==> src/rtl/core/msaa_pkg.sv <==
`timescale 1ns / 1ps
// ----------------------------------------------------------------------------
// msaa_pkg: shared types and constants of the mark stack arena allocator
// Opcodes, request and result words, and the controller/datapath links.
// ----------------------------------------------------------------------------
package msaa_pkg;

    localparam int ARENA_BYTES_DEF = 1048576;
    localparam int MARK_SLOTS_DEF  = 64;
    localparam int ALIGN_BYTES     = 8;

    localparam logic [2:0] OP_ALLOC     = 3'd0;
    localparam logic [2:0] OP_FREE      = 3'd1;
    localparam logic [2:0] OP_END_ALLOC = 3'd2;
    localparam logic [2:0] OP_SET_POS   = 3'd3;
    localparam logic [2:0] OP_GET_POS   = 3'd4;
    localparam logic [2:0] OP_INIT      = 3'd5;
    localparam logic [2:0] OP_CLEAR     = 3'd6;

    typedef struct packed {
        logic [2:0]  opcode;
        logic [20:0] req_size;
        logic [20:0] req_addr;
        logic [6:0]  req_slot;
    } t_req;

    typedef struct packed {
        logic        ok;
        logic [20:0] result_addr;
        logic [6:0]  result_slot;
        logic [20:0] used_bytes;
        logic [20:0] left_bytes;
        logic [6:0]  top_index;
        logic [20:0] end_high_water;
    } t_result;

    // controller -> datapath
    typedef struct packed {
        logic load;
        logic exec;
        logic search;
    } t_dp_cmd;

    // datapath -> controller
    typedef struct packed {
        logic need_search;
        logic search_end;
    } t_dp_stat;

endpackage

==> src/rtl/core/msaa_ctrl.sv <==
`timescale 1ns / 1ps
// ----------------------------------------------------------------------------
// msaa_ctrl: allocator sequencer
// Takes a word, runs the execute state, then steps the mark search if needed.
// ----------------------------------------------------------------------------
module msaa_ctrl (
    input  logic               i_clk,
    input  logic               i_rst_n,
    input  logic               i_start,
    input  msaa_pkg::t_dp_stat i_stat,
    output logic               o_busy,
    output logic               o_done,
    output msaa_pkg::t_dp_cmd  o_cmd
);

    typedef enum logic [1:0] {
        ST_IDLE,
        ST_EXEC,
        ST_SEARCH
    } t_state;

    t_state r_state;
    logic   r_done;

    assign o_busy       = (r_state != ST_IDLE);
    assign o_done       = r_done;
    assign o_cmd.load   = i_start && (r_state == ST_IDLE);
    assign o_cmd.exec   = (r_state == ST_EXEC);
    assign o_cmd.search = (r_state == ST_SEARCH);

    always_ff @(posedge i_clk) begin
        if (!i_rst_n) begin
            r_state <= ST_IDLE;
            r_done  <= 1'b0;
        end else begin
            r_done <= 1'b0;
            case (r_state)
                ST_IDLE: begin
                    if (i_start) begin
                        r_state <= ST_EXEC;
                    end
                end
                ST_EXEC: begin
                    if (i_stat.need_search) begin
                        r_state <= ST_SEARCH;
                    end else begin
                        r_state <= ST_IDLE;
                        r_done  <= 1'b1;
                    end
                end
                ST_SEARCH: begin
                    if (i_stat.search_end) begin
                        r_state <= ST_IDLE;
                        r_done  <= 1'b1;
                    end
                end
                default: begin
                    r_state <= ST_IDLE;
                end
            endcase
        end
    end

endmodule

==> src/rtl/core/msaa_dp.sv <==
`timescale 1ns / 1ps
// ----------------------------------------------------------------------------
// msaa_dp: allocator datapath
// Top offset, mark stack memory with valid flops, end high-water, result.
// ----------------------------------------------------------------------------
module msaa_dp #(
    parameter int ARENA_BYTES = msaa_pkg::ARENA_BYTES_DEF,
    parameter int MARK_SLOTS  = msaa_pkg::MARK_SLOTS_DEF
) (
    input  logic               i_clk,
    input  logic               i_rst_n,
    input  msaa_pkg::t_req     i_req,
    input  msaa_pkg::t_dp_cmd  i_cmd,
    output msaa_pkg::t_dp_stat o_stat,
    output msaa_pkg::t_result  o_result
);

    localparam int TOP_W = $clog2(ARENA_BYTES);
    localparam int EW    = $clog2(ARENA_BYTES + 1);
    localparam int AW    = ((TOP_W > 22) ? TOP_W : 22) + 1;
    localparam int SW    = $clog2(MARK_SLOTS + 1);
    localparam int CSW   = ((SW > 7) ? SW : 7) + 1;
    localparam int DEPTH = MARK_SLOTS + 1;

    localparam logic [AW-1:0]  ARENA_X = AW'(ARENA_BYTES);
    localparam logic [AW-1:0]  ALIGN_M = AW'(msaa_pkg::ALIGN_BYTES - 1);
    localparam logic [CSW-1:0] SLOTS_X = CSW'(MARK_SLOTS);

    msaa_pkg::t_req     r_req;
    logic [TOP_W-1:0]   r_alloc_top, n_alloc_top;
    logic [SW-1:0]      r_mark_top, n_mark_top;
    logic [EW-1:0]      r_end_mark, n_end_mark;
    logic [DEPTH-1:0]   r_valid, n_valid;
    logic               r_ok, n_ok;
    logic [20:0]        r_raddr, n_raddr;
    logic [6:0]         r_rslot, n_rslot;
    logic [SW-1:0]      r_idx, n_idx;

    logic [TOP_W-1:0]   mem [DEPTH];
    logic [TOP_W-1:0]   r_rdata;
    logic               wr_en;
    logic [SW-1:0]      wr_addr;
    logic [TOP_W-1:0]   wr_data;
    logic [SW-1:0]      rd_addr;

    logic [AW-1:0]      size_x, addr_x, top_x, rnd_x, end_x;
    logic [CSW-1:0]     slot_x;
    logic               fits, alloc_ok, pos_ok, hit;
    logic [TOP_W-1:0]   free_off;

    assign size_x   = AW'(r_req.req_size);
    assign addr_x   = AW'(r_req.req_addr);
    assign top_x    = AW'(r_alloc_top);
    assign slot_x   = CSW'(r_req.req_slot);
    assign rnd_x    = (size_x + ALIGN_M) & ~ALIGN_M;
    assign end_x    = ARENA_X - rnd_x;
    assign fits     = (top_x + rnd_x) < ARENA_X;
    assign alloc_ok = (CSW'(r_mark_top) < SLOTS_X) && (size_x != '0)
                      && (size_x < ARENA_X) && fits;
    assign pos_ok   = ((addr_x + size_x) < ARENA_X) && (slot_x <= SLOTS_X);
    // an invalid slot always reads as offset zero
    assign free_off = r_valid[r_mark_top] ? r_rdata : '0;
    assign hit      = r_valid[r_idx] && (AW'(r_rdata) == addr_x);

    assign o_stat.need_search = (r_req.opcode == msaa_pkg::OP_GET_POS)
                                && (r_mark_top != '0);
    assign o_stat.search_end  = hit || (r_idx == r_mark_top);

    // read port: slot 1 to start a search, next slot while searching,
    // otherwise the stack top so a free finds its mark ready
    always_comb begin
        if (i_cmd.exec) begin
            rd_addr = SW'(1);
        end else if (i_cmd.search) begin
            rd_addr = SW'(r_idx + SW'(1));
        end else begin
            rd_addr = r_mark_top;
        end
    end

    always_comb begin
        n_alloc_top = r_alloc_top;
        n_mark_top  = r_mark_top;
        n_end_mark  = r_end_mark;
        n_valid     = r_valid;
        n_ok        = r_ok;
        n_raddr     = r_raddr;
        n_rslot     = r_rslot;
        n_idx       = r_idx;
        wr_en       = 1'b0;
        wr_addr     = SW'(r_mark_top + SW'(1));
        wr_data     = r_alloc_top;
        if (i_cmd.exec) begin
            n_ok    = 1'b0;
            n_raddr = '0;
            n_rslot = '0;
            case (r_req.opcode)
                msaa_pkg::OP_ALLOC: begin
                    if (alloc_ok) begin
                        wr_en          = 1'b1;
                        n_valid[wr_addr] = 1'b1;
                        n_mark_top     = wr_addr;
                        n_raddr        = 21'(r_alloc_top);
                        n_alloc_top    = TOP_W'(top_x + rnd_x);
                        n_ok           = 1'b1;
                    end
                end
                msaa_pkg::OP_FREE: begin
                    if (r_mark_top != '0) begin
                        n_alloc_top         = free_off;
                        n_valid[r_mark_top] = 1'b0;
                        n_mark_top          = SW'(r_mark_top - SW'(1));
                        n_ok                = 1'b1;
                    end
                end
                msaa_pkg::OP_END_ALLOC: begin
                    if (fits) begin
                        n_raddr = 21'(end_x);
                        if (end_x > AW'(r_end_mark)) begin
                            n_end_mark = EW'(end_x);
                        end
                        n_ok = 1'b1;
                    end
                end
                msaa_pkg::OP_SET_POS: begin
                    if (pos_ok) begin
                        wr_en            = 1'b1;
                        wr_addr          = SW'(slot_x);
                        wr_data          = TOP_W'(addr_x);
                        n_valid[wr_addr] = 1'b1;
                        n_mark_top       = SW'(slot_x);
                        n_alloc_top      = TOP_W'(addr_x + size_x);
                        n_ok             = 1'b1;
                    end
                end
                msaa_pkg::OP_GET_POS: begin
                    n_idx = SW'(1);
                end
                msaa_pkg::OP_INIT: begin
                    n_alloc_top = '0;
                    n_mark_top  = '0;
                    n_valid[0]  = 1'b0;
                    n_ok        = 1'b1;
                end
                msaa_pkg::OP_CLEAR: begin
                    n_alloc_top = '0;
                    n_mark_top  = '0;
                    n_valid     = '0;
                    n_ok        = 1'b1;
                end
                default: begin
                    n_ok = 1'b0;
                end
            endcase
        end else if (i_cmd.search) begin
            if (hit) begin
                n_ok    = 1'b1;
                n_rslot = 7'(r_idx);
            end
            n_idx = SW'(r_idx + SW'(1));
        end
    end

    always_ff @(posedge i_clk) begin
        if (!i_rst_n) begin
            r_alloc_top <= '0;
            r_mark_top  <= '0;
            r_end_mark  <= '0;
            r_valid     <= '0;
        end else begin
            r_alloc_top <= n_alloc_top;
            r_mark_top  <= n_mark_top;
            r_end_mark  <= n_end_mark;
            r_valid     <= n_valid;
        end
    end

    always_ff @(posedge i_clk) begin
        if (i_cmd.load) begin
            r_req <= i_req;
        end
        r_ok    <= n_ok;
        r_raddr <= n_raddr;
        r_rslot <= n_rslot;
        r_idx   <= n_idx;
    end

    always_ff @(posedge i_clk) begin
        if (wr_en) begin
            mem[wr_addr] <= wr_data;
        end
        if (CSW'(rd_addr) <= SLOTS_X) begin
            r_rdata <= mem[rd_addr];
        end
    end

    assign o_result.ok             = r_ok;
    assign o_result.result_addr    = r_raddr;
    assign o_result.result_slot    = r_rslot;
    assign o_result.used_bytes     = 21'(r_alloc_top);
    assign o_result.left_bytes     = 21'(ARENA_X - top_x);
    assign o_result.top_index      = 7'(r_mark_top);
    assign o_result.end_high_water = 21'(r_end_mark);

endmodule

==> src/rtl/core/mark_stack_arena_allocator_top.sv <==
`timescale 1ns / 1ps
// ----------------------------------------------------------------------------
// mark_stack_arena_allocator_top: bump allocator with a mark stack
// Hands out byte offsets of an arena and keeps a stack of rollback marks.
// ----------------------------------------------------------------------------
// Usage:
//   Drive a request word on i_req and raise start. The word is taken at a
//   clock edge where start is high and busy is low; busy then stays high
//   until the result is out.
//   The result word appears on o_result while o_done is high for exactly one
//   cycle. The receiver has no way to stall it, so sample it on that cycle.
//   During the o_done cycle busy is already low, so the next word may be
//   taken on that same edge.
// Sequence:
//   alloc, free, end_alloc, set_pos, init, clear and get_pos on an empty
//   stack: one execute state, then the result with o_done.
//   get_pos otherwise: after the execute state the search walks the marks
//   from slot 1 to the first match, or to the stack top when none matches.
//   The walk reads one slot per cycle via the mark memory's single read port.
// Reset:
//   Synchronous, active low. Top offset, stack index and end high-water go
//   to zero and every mark is invalid; clear drops all marks at once, no sweep.
// ----------------------------------------------------------------------------
module mark_stack_arena_allocator_top #(
    parameter int ARENA_BYTES = msaa_pkg::ARENA_BYTES_DEF,
    parameter int MARK_SLOTS  = msaa_pkg::MARK_SLOTS_DEF
) (
    input  logic              i_clk,
    input  logic              i_rst_n,
    input  logic              start,
    output logic              busy,
    input  msaa_pkg::t_req    i_req,
    output logic              o_done,
    output msaa_pkg::t_result o_result
);

    // command/status link between sequencer and datapath
    msaa_pkg::t_dp_cmd  dp_cmd;
    msaa_pkg::t_dp_stat dp_stat;

    // sequencer: idle -> execute -> (search) -> idle with done strobe
    msaa_ctrl u_ctrl (
        .i_clk   (i_clk),
        .i_rst_n (i_rst_n),
        .i_start (start),
        .i_stat  (dp_stat),
        .o_busy  (busy),
        .o_done  (o_done),
        .o_cmd   (dp_cmd)
    );

    // datapath: allocator state, mark memory and result word
    msaa_dp #(
        .ARENA_BYTES (ARENA_BYTES),
        .MARK_SLOTS  (MARK_SLOTS)
    ) u_dp (
        .i_clk    (i_clk),
        .i_rst_n  (i_rst_n),
        .i_req    (i_req),
        .i_cmd    (dp_cmd),
        .o_stat   (dp_stat),
        .o_result (o_result)
    );

endmodule
==> config.mk <==
export PLATFORM = sky130hd
export DESIGN_NAME = mark_stack_arena_allocator_top
export DESIGN_NICKNAME = d
export VERILOG_FILES = /design/src/rtl/core/msaa_pkg.sv /design/src/rtl/core/msaa_ctrl.sv /design/src/rtl/core/msaa_dp.sv /design/src/rtl/core/mark_stack_arena_allocator_top.sv
export SDC_FILE = /design/constraint.sdc
export NUM_CORES = 2
export LEC_CHECK = 0
export BUFFER_PORTS_ARGS = -buffer_cell sky130_fd_sc_hd__buf_2
export CORE_MARGIN = 5
export CORE_UTILIZATION = 60
export CTS_CLUSTER_SIZE = 12
export DETAILED_ROUTE_END_ITERATION = 10
export PLACE_DENSITY = 0.76
export SYNTH_ARGS = -nofsm -noshare
export SYNTH_HDL_FRONTEND = slang
export SYNTH_SLANG_ARGS = --single-unit
==> constraint.sdc <==
create_clock -name i_clk -period 7.08 [get_ports i_clk]
set_input_delay 1.062 -clock i_clk [delete_from_list [all_inputs] [get_ports i_clk]]
set_output_delay 1.062 -clock i_clk [all_outputs]
set_load 0.02 [all_outputs]
==> metrics.cfg <==
[drt]
viasPerCell=7.026
wl_mm=187.4
wl_met3_mm=24.45
dr_wl_met2_mm=86.46
ant_nets=0
firstDrtPassIters=8
wl_met1_mm=66.49
num_vias=41330
wl_per_cell_um=31.85
drtIter0Drc=5919
top_layer_used=met4
drc_errors=0

[synth]
synth_area_leaders=edfxtp_1 64%, mux4_2 11%, dfxtp_1 3.7%, nand2_1 2.2%, nor2_1 1.5%
synth_top_area_share_pct=64.07
synth_area_um2=65670
synth_cell_type_count=87
synth-seq-cells=1521
syn_inst=4175
synth_top_cell_by_area=edfxtp_1
synthTopCellsByCount=1401 x edfxtp_1, 388 x nand2_1, 335 x mux4_2
synth_edf_count=1401
synth_warnings=0
syn_avg_cell_area_um2=15.73
synth-async-reset-ratio_pct=0
synth_flop_cell=edfxtp_1
synth_most_common_cell=edfxtp_1
seq_area_frac_synth_pct=67.72

[place]
dpl-instance-area_um2=68710
portBuffers=151
place_inst=5630
gp_congestion=0.9946
dp_hpwl_mm=115.4
pre_cts_ws_ps=653.7

[layout]
postLayoutCoreUtil_pct=67.41
final_cells=5882
drive_above_1_share_pct=21.81
nets=4499
multi_input_area_um2=20290
fillers=7070
fin_area_um2=73380
synthToLayoutAreaGrowth_pct=11.74
seq_area_um2=44470

[critical_path]
start_kind=flip-flop
slowest_stage=nor2_2
crit_type=reg -> reg
arrival_ps=6920
r2r_setup_slack_ps=540
path_cells=nand4_1, nor4_1, nand2_1, xnor2_1, ha_1, and4_1, and2_1, or3b_1, a21boi_0, or3b_4, a2111oi_1, o21ai_2, a21o_1, nor2_2
worstReg2RegStart=u_dp.r_req[36]
crit_fanout=20
reg2reg_to=u_dp.mem[16][4]
reg2reg_depth=14
crit_cells=14
startpoint=u_dp.r_req[36]
end_kind=flip-flop
crit_family=simple AND/OR/NAND/NOR gates
worst-path-buf-inv=0
cp-endpoint=u_dp.mem[16][4]
critPathRequiredTime_ps=7460
crit_path_max_incr_delay_ps=880

[clock_tree]
htree_levels=4
postCtsSetupBuffers=0
cts_buffer_depth=3
cts-resized-gates=0
cts_buffers=156
clk_latency_ps=780
cts_tree=done
cts_sinks=1521
clk_pin_slew_ps=60
cts_root_buf=clkbuf_16
cts_hold_buf=0

[sta]
slew_headroom_pct=7.555
finalMaxSlewViolations=0
hold_viol=0
totalNegativeSetupSlack_ps=0
period_share_pct=92.41
setup_viol=0
fin_ws_ps=537.5
fin_crit_ps=6543
tightest_slew_ps=1374
fin_worst_skew_ps=46.64
rsz0062_at_grt=false
fmax_mhz=152.8
holdWs_ps=454.0

[job]
drv_cap=0

[floorplan]
start_util_pct=60.33
die_area_um2=116200
dieWidth_um=340.8
rows=121
die-height_um=340.8
core_area_um2=108900
io_pins=156

[power]
power_density_nw_per_um2=264.5
power_leakage_nw=24.10
ir_drop_mv=0.2904
finalPower_mw=19.41

[outcome]
status=completed

[grt]
track_usage_pct=31.89
antenna_found_initial=4
grt_max_degree=125
globalRouteOverflowTotal=0
first_global_vias=39770
grt_pass1_wl_mm=271.7

[worst_hold_path]
holdCritPathClass=in -> reg

[worst min-delay path by stage]
stage                   startpoint  slack, ps  cells past startpoint                  end
3_3_place_gp     u_ctrl.r_state[1]        470                      2    u_ctrl.r_state[1]
2_1_floorplan    u_ctrl.r_state[1]        450                      2    u_ctrl.r_state[1]
5_1_grt                   i_req[1]        440                      1        u_dp.r_req[1]
3_5_place_dp   u_dp.r_end_mark[13]        480                      2  u_dp.r_end_mark[13]
4_1_cts                   i_req[1]        430                      1        u_dp.r_req[1]
6_report                  i_req[1]        450                      1        u_dp.r_req[1]
[worst register-to-register path, cell delays in order (launching register included)]
cell and delay, ps:
edfxtp_1 600, nand4_1 240, nor4_1 730, nand2_1 150, xnor2_1 160, ha_1 410
and4_1 280, and2_1 180, or3b_1 430, a21boi_0 210, or3b_4 430, a2111oi_1 520
o21ai_2 460, a21o_1 510, nor2_2 890
[cells in the final DEF (no fill, tap or decap), drive strengths merged, types with 66 or more instances in the layout]
cell / count
dfxtp: 120
nand2: 388
ha: 68
buf: 304
nand3: 140
a221oi: 77
mux4: 335
a21oi: 140
o211ai: 80
nor2: 263
o21ai: 98
o31ai: 66
edfxtp: 1401
clkbuf: 206
[cell families (layout without fill, tap and decap cells)]
family	Yosys count	count (layout)	share of synthesized area (%)
AO/OA/AOI/OAI	698	698	7.355
other	1	6	0.005711
multiplexers	419	419	12.81
XOR/XNOR	124	124	1.654
buffers and inverters	322	610	2.031
AND/OR/NAND/NOR	1020	1020	7.063
flip-flops	1521	1521	67.72
adder cells (fa/ha/maj)	70	70	1.357
[where the power goes]
group / internal [mW] / total [mW] / switching (mW)
logic: 0.610 / 1.76 / 1.15
registers: 9.89 / 10.0 / 0.104
clock network: 4.23 / 7.65 / 3.41
total: 14.7 / 19.4 / 4.67
[routing by layer]
metal	GRT usage (%)	vias to the layer above
met3	8.768	562
met1	43.51	20560
met5	0	-
met4	14.01	0
li1	-	17050
met2	48.98	3164
[flip-flops by register name (all words and copies together), names as in the netlist]
| register | flops |
|---|---|
| u_ctrl.o_done | 1 |
| u_ctrl.r_state | 2 |
| u_dp.addr_x | 21 |
| u_dp.mem | 1300 |
| u_dp.r_alloc_top | 20 |
| u_dp.r_end_mark | 18 |
| u_dp.r_idx | 7 |
| u_dp.r_mark_top | 7 |
| u_dp.r_ok | 1 |
| u_dp.r_raddr | 21 |
| u_dp.r_rdata | 20 |
| u_dp.r_req | 31 |
| u_dp.r_rslot | 7 |
| u_dp.r_valid | 65 |
[cell type report]
cell class	instances	area share, %
Sequential cell	1521	60.61
Multi-Input combinational cell	2335	27.65
Tap cell	1414	2.411
Timing Repair Buffer	304	2.680
Inverter	56	0.2865
Clock buffer	206	5.632
Antenna cell	2	0.006821
Clock inverter	44	0.7230
No activity file was read; power rests on OpenSTA's default activity.
